## src/rtl/gsbd_pkg.sv

```systemverilog
// Shared types, constants and helpers for the signed Golomb bit decoder.
package gsbd_pkg;

    localparam int QUOTIENT_MAX = 4095;
    localparam int DIVISOR_BITS = 16;

    localparam int QCNT_W  = 12;   // quotient count
    localparam int MAG_W   = 28;   // magnitude / q*m accumulator
    localparam int VALUE_W = 29;   // signed result
    localparam int BITS_W  = 5;    // remainder bit counter and ceil(log2 m)

    localparam logic [MAG_W-1:0] MAG_LIMIT = {MAG_W{1'b1}};

    localparam logic [1:0] PH_QUOT   = 2'd0;
    localparam logic [1:0] PH_PREFIX = 2'd1;
    localparam logic [1:0] PH_EXTRA  = 2'd2;
    localparam logic [1:0] PH_SIGN   = 2'd3;

    localparam logic [1:0] ST_OK       = 2'd0;
    localparam logic [1:0] ST_EOS      = 2'd1;
    localparam logic [1:0] ST_OVERFLOW = 2'd2;

    // Divisor and the values derived from it at write time.
    typedef struct packed {
        logic [DIVISOR_BITS-1:0] m;       // effective divisor, at least 2
        logic [BITS_W-1:0]       ceil_b;  // ceil(log2 m)
        logic [DIVISOR_BITS-1:0] lofs;    // 2^b - m
    } t_div_cfg;

    // Per-symbol decode state.
    typedef struct packed {
        logic [1:0]              phase;
        logic [QCNT_W-1:0]       qcount;
        logic [MAG_W-1:0]        qm;      // running qcount * m
        logic [DIVISOR_BITS-1:0] acc;
        logic [BITS_W-1:0]       bits;
        logic [MAG_W-1:0]        hold;
    } t_state;

    localparam t_state STATE_RESET = '{
        phase:  PH_QUOT,
        qcount: '0,
        qm:     '0,
        acc:    '0,
        bits:   '0,
        hold:   '0
    };

endpackage

```

## src/rtl/golomb_signed_bit_decoder_unit.sv

```systemverilog
// Top level: signed Golomb decoder with truncated-binary remainder, one coded bit per beat.
// A bit sits in the input register, then its result (if any) is registered in the result
//   register; the held bit waits there while the result register is full and not drained.
// Throughput: one input beat per cycle, sustained while the output side keeps taking beats.
// Reset: i_rst_n is synchronous, active low; it empties both registers, clears the symbol
//   state and sets the divisor to 2. A divisor write also clears the symbol state.
module golomb_signed_bit_decoder_unit import gsbd_pkg::*; (
    input  logic                      i_clk,
    input  logic                      i_rst_n,
    // configuration
    input  logic                      i_divisor_we,
    input  logic [DIVISOR_BITS-1:0]   i_divisor,
    // input beats
    input  logic                      i_in_valid,
    output logic                      o_in_ready,
    input  logic                      i_coded_bit,
    input  logic                      i_end_of_stream,
    // result beats
    output logic                      o_out_valid,
    input  logic                      i_out_ready,
    output logic signed [VALUE_W-1:0] o_value,
    output logic [1:0]                o_status
);

    t_div_cfg cfg;

    // input register
    logic r_in_valid;
    logic r_in_bit;
    logic r_in_eos;

    // symbol state
    t_state r_state;
    t_state n_state;

    // result register
    logic                      r_out_valid;
    logic signed [VALUE_W-1:0] r_out_value;
    logic [1:0]                r_out_status;

    logic                      step_emit;
    logic signed [VALUE_W-1:0] step_value;
    logic [1:0]                step_status;

    logic out_free;
    logic proc;
    logic in_take;

    gsbd_divisor u_div (
        .i_clk        (i_clk),
        .i_rst_n      (i_rst_n),
        .i_divisor_we (i_divisor_we),
        .i_divisor    (i_divisor),
        .o_cfg        (cfg)
    );

    gsbd_step u_step (
        .i_cfg           (cfg),
        .i_state         (r_state),
        .i_coded_bit     (r_in_bit),
        .i_end_of_stream (r_in_eos),
        .o_state         (n_state),
        .o_emit          (step_emit),
        .o_value         (step_value),
        .o_status        (step_status)
    );

    // The held bit is worked off only when the result register is free or being
    // drained, whether or not it yields a result; this keeps results in order.
    assign out_free   = !r_out_valid || i_out_ready;
    assign proc       = r_in_valid && out_free;
    assign o_in_ready = !r_in_valid || proc;
    assign in_take    = i_in_valid && o_in_ready;

    always_ff @(posedge i_clk) begin
        if (!i_rst_n) begin
            r_in_valid <= 1'b0;
        end else if (o_in_ready) begin
            r_in_valid <= i_in_valid;
        end
    end

    always_ff @(posedge i_clk) begin
        if (in_take) begin
            r_in_bit <= i_coded_bit;
            r_in_eos <= i_end_of_stream;
        end
    end

    // state: divisor write aborts any symbol in progress
    always_ff @(posedge i_clk) begin
        if (!i_rst_n || i_divisor_we) begin
            r_state <= STATE_RESET;
        end else if (proc) begin
            r_state <= n_state;
        end
    end

    always_ff @(posedge i_clk) begin
        if (!i_rst_n) begin
            r_out_valid <= 1'b0;
        end else if (out_free) begin
            r_out_valid <= proc && step_emit;
        end
    end

    always_ff @(posedge i_clk) begin
        if (proc && step_emit) begin
            r_out_value  <= step_value;
            r_out_status <= step_status;
        end
    end

    assign o_out_valid = r_out_valid;
    assign o_value     = r_out_value;
    assign o_status    = r_out_status;

endmodule

```

## src/rtl/gsbd_divisor.sv

```systemverilog
// Divisor register with registered ceil(log2 m) and truncated-binary offset.
module gsbd_divisor import gsbd_pkg::*; (
    input  logic                    i_clk,
    input  logic                    i_rst_n,
    input  logic                    i_divisor_we,
    input  logic [DIVISOR_BITS-1:0] i_divisor,
    output t_div_cfg                o_cfg
);

    t_div_cfg r_cfg;
    t_div_cfg n_cfg;

    logic [DIVISOR_BITS-1:0] eff_m;
    logic [DIVISOR_BITS:0]   pow_b;

    always_comb begin
        eff_m = (i_divisor < DIVISOR_BITS'(2)) ? DIVISOR_BITS'(2) : i_divisor;
        n_cfg.m = eff_m;
        n_cfg.ceil_b = '0;
        // independent compares; the last one that holds wins
        for (int i = 0; i < DIVISOR_BITS; i++) begin
            if (((DIVISOR_BITS+1)'(1) << i) < {1'b0, eff_m}) begin
                n_cfg.ceil_b = BITS_W'(i + 1);
            end
        end
        pow_b = (DIVISOR_BITS+1)'(1) << n_cfg.ceil_b;
        n_cfg.lofs = DIVISOR_BITS'(pow_b - {1'b0, eff_m});
    end

    always_ff @(posedge i_clk) begin
        if (!i_rst_n) begin
            r_cfg.m      <= DIVISOR_BITS'(2);
            r_cfg.ceil_b <= BITS_W'(1);
            r_cfg.lofs   <= '0;
        end else if (i_divisor_we) begin
            r_cfg <= n_cfg;
        end
    end

    assign o_cfg = r_cfg;

endmodule

```

## src/rtl/gsbd_step.sv

```systemverilog
// Per-bit decode step: next symbol state and the result it may produce.
module gsbd_step import gsbd_pkg::*; (
    input  t_div_cfg                  i_cfg,
    input  t_state                    i_state,
    input  logic                      i_coded_bit,
    input  logic                      i_end_of_stream,
    output t_state                    o_state,
    output logic                      o_emit,
    output logic signed [VALUE_W-1:0] o_value,
    output logic [1:0]                o_status
);

    logic [DIVISOR_BITS-1:0] pre_acc;
    logic [BITS_W-1:0]       pre_bits;
    logic [DIVISOR_BITS:0]   full;
    logic [DIVISOR_BITS-1:0] rem;
    logic [DIVISOR_BITS-1:0] fin_r;
    logic                    do_finish;
    logic [MAG_W:0]          mag;

    always_comb begin
        o_state   = i_state;
        o_emit    = 1'b0;
        o_value   = '0;
        o_status  = ST_OK;
        do_finish = 1'b0;
        fin_r     = '0;

        pre_acc  = {i_state.acc[DIVISOR_BITS-2:0], i_coded_bit};
        pre_bits = i_state.bits + BITS_W'(1);
        full     = {i_state.acc, i_coded_bit};
        rem      = (full >= {1'b0, i_cfg.lofs})
                   ? DIVISOR_BITS'(full - {1'b0, i_cfg.lofs}) : '0;

        if (i_end_of_stream) begin
            o_emit   = 1'b1;
            o_status = ST_EOS;
            o_state  = STATE_RESET;
        end else begin
            case (i_state.phase)
                PH_QUOT: begin
                    if (!i_coded_bit) begin
                        if (i_state.qcount >= QCNT_W'(QUOTIENT_MAX)) begin
                            o_emit   = 1'b1;
                            o_status = ST_OVERFLOW;
                            o_state  = STATE_RESET;
                        end else begin
                            o_state.qcount = i_state.qcount + QCNT_W'(1);
                            o_state.qm     = i_state.qm + MAG_W'(i_cfg.m);
                        end
                    end else begin
                        o_state.acc  = '0;
                        o_state.bits = '0;
                        // b == 1 means m == 2: offset is zero, extra bit always follows
                        o_state.phase = (i_cfg.ceil_b <= BITS_W'(1)) ? PH_EXTRA : PH_PREFIX;
                    end
                end
                PH_PREFIX: begin
                    o_state.acc  = pre_acc;
                    o_state.bits = pre_bits;
                    if ({1'b0, pre_bits} + 6'd1 >= {1'b0, i_cfg.ceil_b}) begin
                        if (pre_acc >= i_cfg.lofs) begin
                            o_state.phase = PH_EXTRA;
                        end else begin
                            do_finish = 1'b1;
                            fin_r     = pre_acc;
                        end
                    end
                end
                PH_EXTRA: begin
                    do_finish = 1'b1;
                    fin_r     = rem;
                end
                PH_SIGN: begin
                    o_emit   = 1'b1;
                    o_value  = i_coded_bit ? (VALUE_W'(0) - VALUE_W'(i_state.hold))
                                           : VALUE_W'(i_state.hold);
                    o_state  = STATE_RESET;
                end
                default: begin
                    o_state = STATE_RESET;
                end
            endcase
        end

        mag = {1'b0, i_state.qm} + (MAG_W+1)'(fin_r);
        if (do_finish) begin
            if (mag > {1'b0, MAG_LIMIT}) begin
                o_emit   = 1'b1;
                o_status = ST_OVERFLOW;
                o_state  = STATE_RESET;
            end else if (mag == '0) begin
                o_emit   = 1'b1;
                o_state  = STATE_RESET;
            end else begin
                o_state.hold  = MAG_W'(mag);
                o_state.phase = PH_SIGN;
            end
        end
    end

endmodule

```

## config.mk

```make
export PLATFORM = sky130hd
export DESIGN_NAME = golomb_signed_bit_decoder_unit
export DESIGN_NICKNAME = d
export VERILOG_FILES = /design/src/rtl/gsbd_pkg.sv /design/src/rtl/golomb_signed_bit_decoder_unit.sv /design/src/rtl/gsbd_divisor.sv /design/src/rtl/gsbd_step.sv
export SDC_FILE = /design/constraint.sdc
export NUM_CORES = 1
export LEC_CHECK = 0
export BUFFER_PORTS_ARGS = -buffer_cell sky130_fd_sc_hd__buf_2
export CELL_PAD_IN_SITES_DETAIL_PLACEMENT = 0
export CELL_PAD_IN_SITES_GLOBAL_PLACEMENT = 2
export CORE_ASPECT_RATIO = 1.4
export CORE_MARGIN = 4
export CORE_UTILIZATION = 30
export DETAILED_ROUTE_END_ITERATION = 10
export GPL_ROUTABILITY_DRIVEN = 0
export PLACE_DENSITY = 0.71
export SLEW_MARGIN = 20
export SYNTH_ARGS = -nofsm -noshare
export SYNTH_HDL_FRONTEND = slang
export SYNTH_SLANG_ARGS = --single-unit
export TNS_END_PERCENT = 100
```

## constraint.sdc

```tcl
create_clock -name i_clk -period 9.5 [get_ports i_clk]
set_clock_uncertainty 0.1 [all_clocks]
set_input_delay 0.95 -clock i_clk [delete_from_list [all_inputs] [get_ports i_clk]]
set_output_delay 0.95 -clock i_clk [all_outputs]
set_load 0.005 [all_outputs]
```

; After elaboration in Yosys (flattened, before gate mapping)
; Cells that the tools add are included.
[word_totals]
regBits = 163
in_bits = 23
wordCells = 135
[classes]
add_sub_neg = 8
n_lt_le_gt_ge = 23
eq_ne = 8
shifts = 1
mux = 60
bitwise_logic = 2
reduce_logical = 17
[ops]
columns = op, count
row1 = $mux 91, 3
row2 = $mux 28, 3
row3 = $mux 16, 5
row4 = $mux 40, 2
row5 = $pmux 40 s2, 1
row6 = $pmux 21 s3, 1
row7 = $mux 61, 1
row8 = $pmux 28 s2, 1
row9 = $mux 49, 1
row10 = $mux 4, 8
row11 = $pmux 16 s2, 1
row12 = $sub 16x16->16, 2
row13 = $add 28x16->29, 1
row14 = $gt 29x28->1 const B, 1
row15 = $logic_not 29->1, 1
row16 = $sub 1x28->29 const A, 1
row17 = $add 28x16->28, 1
row18 = $mux 2, 14
row19 = $mux 21, 1
row20 = $ge 17x16->1, 1
row21 = $ge 16x16->1, 1
row22 = $lt 1x16->1 const A, 1
row23 = $lt 10x16->1 const A, 1
row24 = $lt 11x16->1 const A, 1
row25 = other kinds (42), 65

; Logic depth before layout (Yosys ltp)
[depth]
ltp_word = 21
depth_mapped = 31
depth_no_buf = 27

; Modules after synthesis
; From an unflattened synthesis, not the netlist that was laid out.
[unflattened]
hier_cells = 1680
area_unflattened_um2 = 13511.7
[by_module_without_submodules]
columns = module, instances, cells_each, area_each_um2, seq_area_each_um2
row1 = gsbd_step, 1, 921, 6063.3, 0.0
row2 = golomb_signed_bit_decoder_unit, 1, 439, 4772.1, 2852.7
row3 = gsbd_divisor, 1, 320, 2676.3, 740.7

; Least setup slack after synthesis
; No wires, ideal clock.
[synth_timing]
path_type = register to register
start = register r_state[30] (netlist name)
end = register r_out_status[0], in the netlist o_status[0] (enable)
setup_ns = 0.419
arrival_time_ns = 6.832
path_slack_ns = 2.149
stages_incl_launch_ff = 30
period_less_slack_ns = 7.351
cell_sequence = dfxtp_1 -> ha_1 -> nand2_1 -> or2_2 -> o21ai_0 -> nand2_1 -> nand2_1 -> xor2_1 -> ha_1 -> o21ai_0 -> o21ai_0 -> nand2_1 -> nor3_1 -> clkbuf_1 -> a22oi_1 -> nor2_1 -> ha_1 -> buf_6 -> a21o_1 -> a221oi_2 -> buf_4 -> a21oi_1 -> a21bo_1 -> a2111oi_0 -> o2111a_1 -> a41o_2 -> and2_4 -> buf_2 -> nor3_1 -> nor2_1
[synth_between]
elab_chain_cells = 12
word_cells_on_any_way = 16
cone_classes = add/sub (3) / order compare (2) / mux (9) / reduce/logical (2)
[synth_lines]
columns = item, line
row1 = from (decl), golomb_signed_bit_decoder_unit.sv:33  ; t_state r_state;
row2 = from (signal assigned), golomb_signed_bit_decoder_unit.sv:95  ; r_state <= n_state;
row3 = $add 5x1->5 (*), gsbd_step.sv:30  ; pre_bits = i_state.bits + BITS_W'(1);
row4 = $add 5x1->6 (*), gsbd_step.sv:61  ; if ({1'b0, pre_bits} + 6'd1 >= {1'b0, i_cfg.ceil_b}) begin
row5 = $ge 6x5->1 (*), gsbd_step.sv:61
row6 = "parallel branches: the longest is 7 deep, another holds $add 28x16->29", -
row7 = $mux 1 (*), gsbd_step.sv:87  ; if (do_finish) begin
row8 = $logic_and 1x1->1 (*), golomb_signed_bit_decoder_unit.sv:108  ; if (proc && step_emit) begin
row9 = to (signal assigned), golomb_signed_bit_decoder_unit.sv:110  ; r_out_status <= step_status;
row10 = to (decl), golomb_signed_bit_decoder_unit.sv:39  ; logic [1:0] r_out_status;
; Every way passes the cells marked *.
; A chain may end at the register's enable or synchronous reset.

; Final worst setup path
[layout_timing]
start = register r_in_bit
end = register r_out_value[3], in the netlist o_value[3] (enable)
[layout_between]
elab_chain_cells = 11
word_cells_on_any_way = 22
cone_classes = add/sub (2) / order compare (3) / mux (15) / reduce/logical (2)
[layout_lines]
columns = item, line
row1 = from (decl), golomb_signed_bit_decoder_unit.sv:29  ; logic r_in_bit;
row2 = from (signal assigned), golomb_signed_bit_decoder_unit.sv:85  ; r_in_bit <= i_coded_bit;
row3 = "parallel branches: the longest is 9 deep, another holds $add 28x16->29", -
row4 = $mux 1 (*), gsbd_step.sv:87
row5 = $logic_and 1x1->1 (*), golomb_signed_bit_decoder_unit.sv:108
row6 = to (signal assigned), golomb_signed_bit_decoder_unit.sv:109  ; r_out_value <= step_value;
row7 = to (decl), golomb_signed_bit_decoder_unit.sv:38  ; logic signed [VALUE_W-1:0] r_out_value;
; Marked as above.

==> summary.txt <==
Run status
  – Outcome: finished clean

Final layout
  – Combined area of the multi-input logic cells: 0.00741 mm²
  – Diodes inserted: 0
  – Most common cell after layout, fill and taps aside: sky130_fd_sc_hd__nor2_1
  – Fill count: 3942
  – Most used cells in the layout excluding fill and tap cells: sky130_fd_sc_hd__nor2_1 (134), sky130_fd_sc_hd__dfxtp_1 (130), sky130_fd_sc_hd__nand2_1 (85)
  – Nets: 1477
  – Sequential cell area in the final layout: 0.00359 mm²
  – Area Growth Syn to Fin: 11.1%
  – Fraction of final layout cells sized beyond drive strength 1: 10.0%

Power
  – Peak supply drop: 87.1 µV
  – Pwr dens: 125 mW/mm²
  – Static leakage power: 5.29 nW

Worst hold path
  – Cell depth of the worst hold path: 2
  – Worst hold-check path type: reg2reg

Global route
  – Via count of the first global-routing pass: 9537
  – Leftover overflow at the end of global routing: 0
  – Global-route total usage across every layer: 15.9%
  – Number of antenna violations at the first check in global routing: 0
  – Wire length of the first global-routing pass: 53100 µm
  – Pin count of the biggest net entering global routing: 50

Setup path
  – Crit Path Class: reg2reg
  – Cell count along the critical path: 25
  – R2R depth: 25
  – Slowest cell on crit path: sky130_fd_sc_hd__a221oi_2
  – Family with the most delay on the worst path: compound AO/OA/AOI/OAI gates
  – Max incr delay on CP: 0.68 ns
  – WP buf/inv: 4
  – Data arrival, critical path: 7.73 ns
  – Type of destination of the critical path: register
  – Cell repeated most along the worst path: sky130_fd_sc_hd__a21oi_1
  – Startpoint kind of the worst setup timing path: register
  – Endpoint required time on the critical path: 9.52 ns
  – Worst-path maximum fanout: 32
  – R2r setup slk: 1.79 ns

Synth
  – Async SR Flop Fraction: 0%
  – Sequential element share of the synthesized area: 31.3%
  – Number of enable flip-flop cells after synthesis: 33
  – Count of warnings emitted by yosys: 0
  – Avg Inst Size Synth: 8.51 µm²
  – Seq cells post-synth: 163
  – Most used flip-flop cell after synthesis: sky130_fd_sc_hd__dfxtp_1
  – Number of nets produced by synthesis: 1454
  – Area of the mapped netlist: 0.0115 mm²
  – Number of distinct library cells after synthesis: 92
  – Post-synthesis instance total: 1349

Detailed routing
  – DRC violation count after routing: 0
  – Wirelength, routed: 33100 µm
  – Routed wire per std cell: 17.8 µm
  – Via count of the routed design: 9825
  – Detailed-routing iteration count for the pre-antenna-repair pass: 4
  – Routed Antenna Nets: 0
  – Detailed Route Iter0 Violations: 452
  – Drt via density: 5.29

STA
  – Setup TNS: 0 ns
  – Unrepaired setup endpoints after global routing: false
  – Transition time of the tightest slew-check pin: 0.993 ns
  – Count of final hold-check violations: 0
  – Tightest slew margin relative to the limit: 33.6%
  – Worst hold margin: 0.391 ns
  – Tcrit/Tclk final: 81.2%
  – Minimum clock period: 7.71 ns
  – Number of failing setup endpoints in the final timing report: 0
  – Timing-limited maximum frequency: 130 MHz
  – Final Max Tran Viols: 0

Clocking
  – Clock tree buffer depth: 2
  – Cell at the root of the clock tree: sky130_fd_sc_hd__clkbuf_16
  – H-tree level count: 4
  – Setup repair bufs after CTS: 0
  – CTS Sinks: 163
  – Post-CTS clock slew at the launch and capture registers of the worst setup and hold paths: 0.08 ns
  – CTS Hold Bufs: 0
  – Clock tree from TritonCTS: done
  – Latest clock arrival within the worst-skew pair: 0.46 ns
  – Count of instances resized after the clock tree is built: 0
  – Total CTS buffers: 17

Floorplan
  – Std cell rows: 84
  – Die ar.: 0.0415 mm²
  – Core footprint: 0.0377 mm²
  – Die width: 173 µm
  – Number of top-level design ports: 56
  – Vertical die dimension: 239 µm
  – Initial Utilization: 30.4%

Placed design
  – HPWL Detailed: 26200 µm
  – # port buffers: 55

Flow run
  – Reported max-cap violation count: 0
==> per-layer routing <==
layer  part of all wire, %  GRT usage (%)  up-vias
met4                   3.8           7.38        0
met2                    50           28.5      160
li1                      -              -     5038
met3                   2.5           2.12       53
met1                    44           18.9     4574
met5                     0              0        -
==> area by class of cell <==
class / instances / area share [%]
clock buffer: 17 / 3.33
clock inverter: 15 / 1.21
inverter: 67 / 1.97
multi-input combinational: 1060 / 58.1
sequential: 163 / 28.2
tap: 473 / 4.64
timing repair buffer: 63 / 2.63
==> logic make-up after synthesis <==
logic type                 after synthesis  synth area share (%)
and+or+nand+nor                        469                  20.6
xor gates and xnor gates                84                  6.41
other                                    1                0.0327
DFF                                    163                  31.3
AOI/OAI and AO/OA                      388                  24.8
adders and majority gates               82                  9.20
buffers and inverters                  126                  4.55
muxes                                   36                  3.16
==> state kept, by name, indices dropped and copies added (netlist names) <==
signal,flops
r_in_eos,1
o_value,29
u_div.o_cfg,37
r_in_valid,1
r_in_bit,1
r_state,91
o_out_valid,1
o_status,2
==> stage by stage <==
step	instances	worst slack [ns]	utilization, %	cell area (µm²)	power, W
2_1_floorplan	1349	2.15	-	11500	0.000866
3_3_place_gp	1825	1.55	32.2	12200	0.000922
3_5_place_dp	1826	1.43	32.3	12200	0.000922
4_1_cts	1858	1.38	33.8	12700	0.00162
5_1_grt	1858	1.13	33.8	12800	0.00166
6_report	1858	1.79	33.8	12800	0.00160
==> Yosys cell counts (7+ instances only) <==
master	number	area [µm²]
sky130_fd_sc_hd__a211oi_1	21	158
sky130_fd_sc_hd__nand2_1	85	319
sky130_fd_sc_hd__a22o_1	54	473
sky130_fd_sc_hd__o21ai_0	63	315
sky130_fd_sc_hd__nor2b_1	42	263
sky130_fd_sc_hd__o31ai_1	19	143
sky130_fd_sc_hd__o2bb2ai_1	9	78.8
sky130_fd_sc_hd__buf_2	10	50.1
sky130_fd_sc_hd__xor2_1	46	403
sky130_fd_sc_hd__nand3b_1	10	75.1
sky130_fd_sc_hd__nor2_1	135	507
sky130_fd_sc_hd__a22oi_1	17	128
sky130_fd_sc_hd__nor3_1	34	170
sky130_fd_sc_hd__o21a_1	10	75.1
sky130_fd_sc_hd__and2_1	14	87.6
sky130_fd_sc_hd__or3_1	16	100
sky130_fd_sc_hd__mux2i_1	34	340
sky130_fd_sc_hd__nand3_1	40	200
sky130_fd_sc_hd__edfxtp_1	33	991
sky130_fd_sc_hd__nand2b_1	14	87.6
sky130_fd_sc_hd__and3_1	17	106
sky130_fd_sc_hd__dfxtp_1	130	2600
sky130_fd_sc_hd__a31oi_1	19	119
sky130_fd_sc_hd__clkbuf_1	40	150
sky130_fd_sc_hd__inv_1	67	251
sky130_fd_sc_hd__or2_2	11	68.8
sky130_fd_sc_hd__a21o_1	35	263
sky130_fd_sc_hd__xnor2_1	38	333
sky130_fd_sc_hd__a21oi_1	57	285
sky130_fd_sc_hd__nand4_1	14	87.6
sky130_fd_sc_hd__ha_1	78	976
sky130_fd_sc_hd__nor4_1	12	75.1
sky130_fd_sc_hd__or4_1	7	52.6
==> worst reg2reg max path: stages (launching register included) <==
cell,delay [ns]
sky130_fd_sc_hd__edfxtp_1,0.36
sky130_fd_sc_hd__buf_4,0.25
sky130_fd_sc_hd__inv_1,0.30
sky130_fd_sc_hd__ha_1,0.23
sky130_fd_sc_hd__inv_1,0.06
sky130_fd_sc_hd__fa_1,0.39
sky130_fd_sc_hd__a21o_1,0.20
sky130_fd_sc_hd__a21oi_1,0.26
sky130_fd_sc_hd__o21ai_0,0.18
sky130_fd_sc_hd__nand3b_1,0.15
sky130_fd_sc_hd__a21oi_1,0.14
sky130_fd_sc_hd__nor3_4,0.61
sky130_fd_sc_hd__a22oi_1,0.20
sky130_fd_sc_hd__nor2_1,0.14
sky130_fd_sc_hd__ha_1,0.33
sky130_fd_sc_hd__a21o_1,0.29
sky130_fd_sc_hd__a221oi_2,0.68
sky130_fd_sc_hd__a21oi_1,0.16
sky130_fd_sc_hd__a21bo_1,0.24
sky130_fd_sc_hd__a2111oi_0,0.43
sky130_fd_sc_hd__o2111a_1,0.31
sky130_fd_sc_hd__a41o_2,0.43
sky130_fd_sc_hd__and2_4,0.33
sky130_fd_sc_hd__nor3_1,0.08
sky130_fd_sc_hd__nor2_2,0.14
sky130_fd_sc_hd__buf_4,0.35
==> worst paths after layout <==
kind                        start         endpoint
setup / recovery         r_in_bit       o_value[3]
hold / removal    u_div.o_cfg[15]  u_div.o_cfg[15]
hold reg to reg   u_div.o_cfg[15]  u_div.o_cfg[15]
setup reg to reg         r_in_bit       o_value[3]
==> power by group <==
group	switching [W]	leakage, nW	total (W)	internal, W
clock network	0.000339	0.291	0.000691	0.000352
logic	0.000109	3.62	0.000176	0.0000663
registers	0.0000110	1.38	0.000729	0.000718
Power figures use the tool's default switching activity.
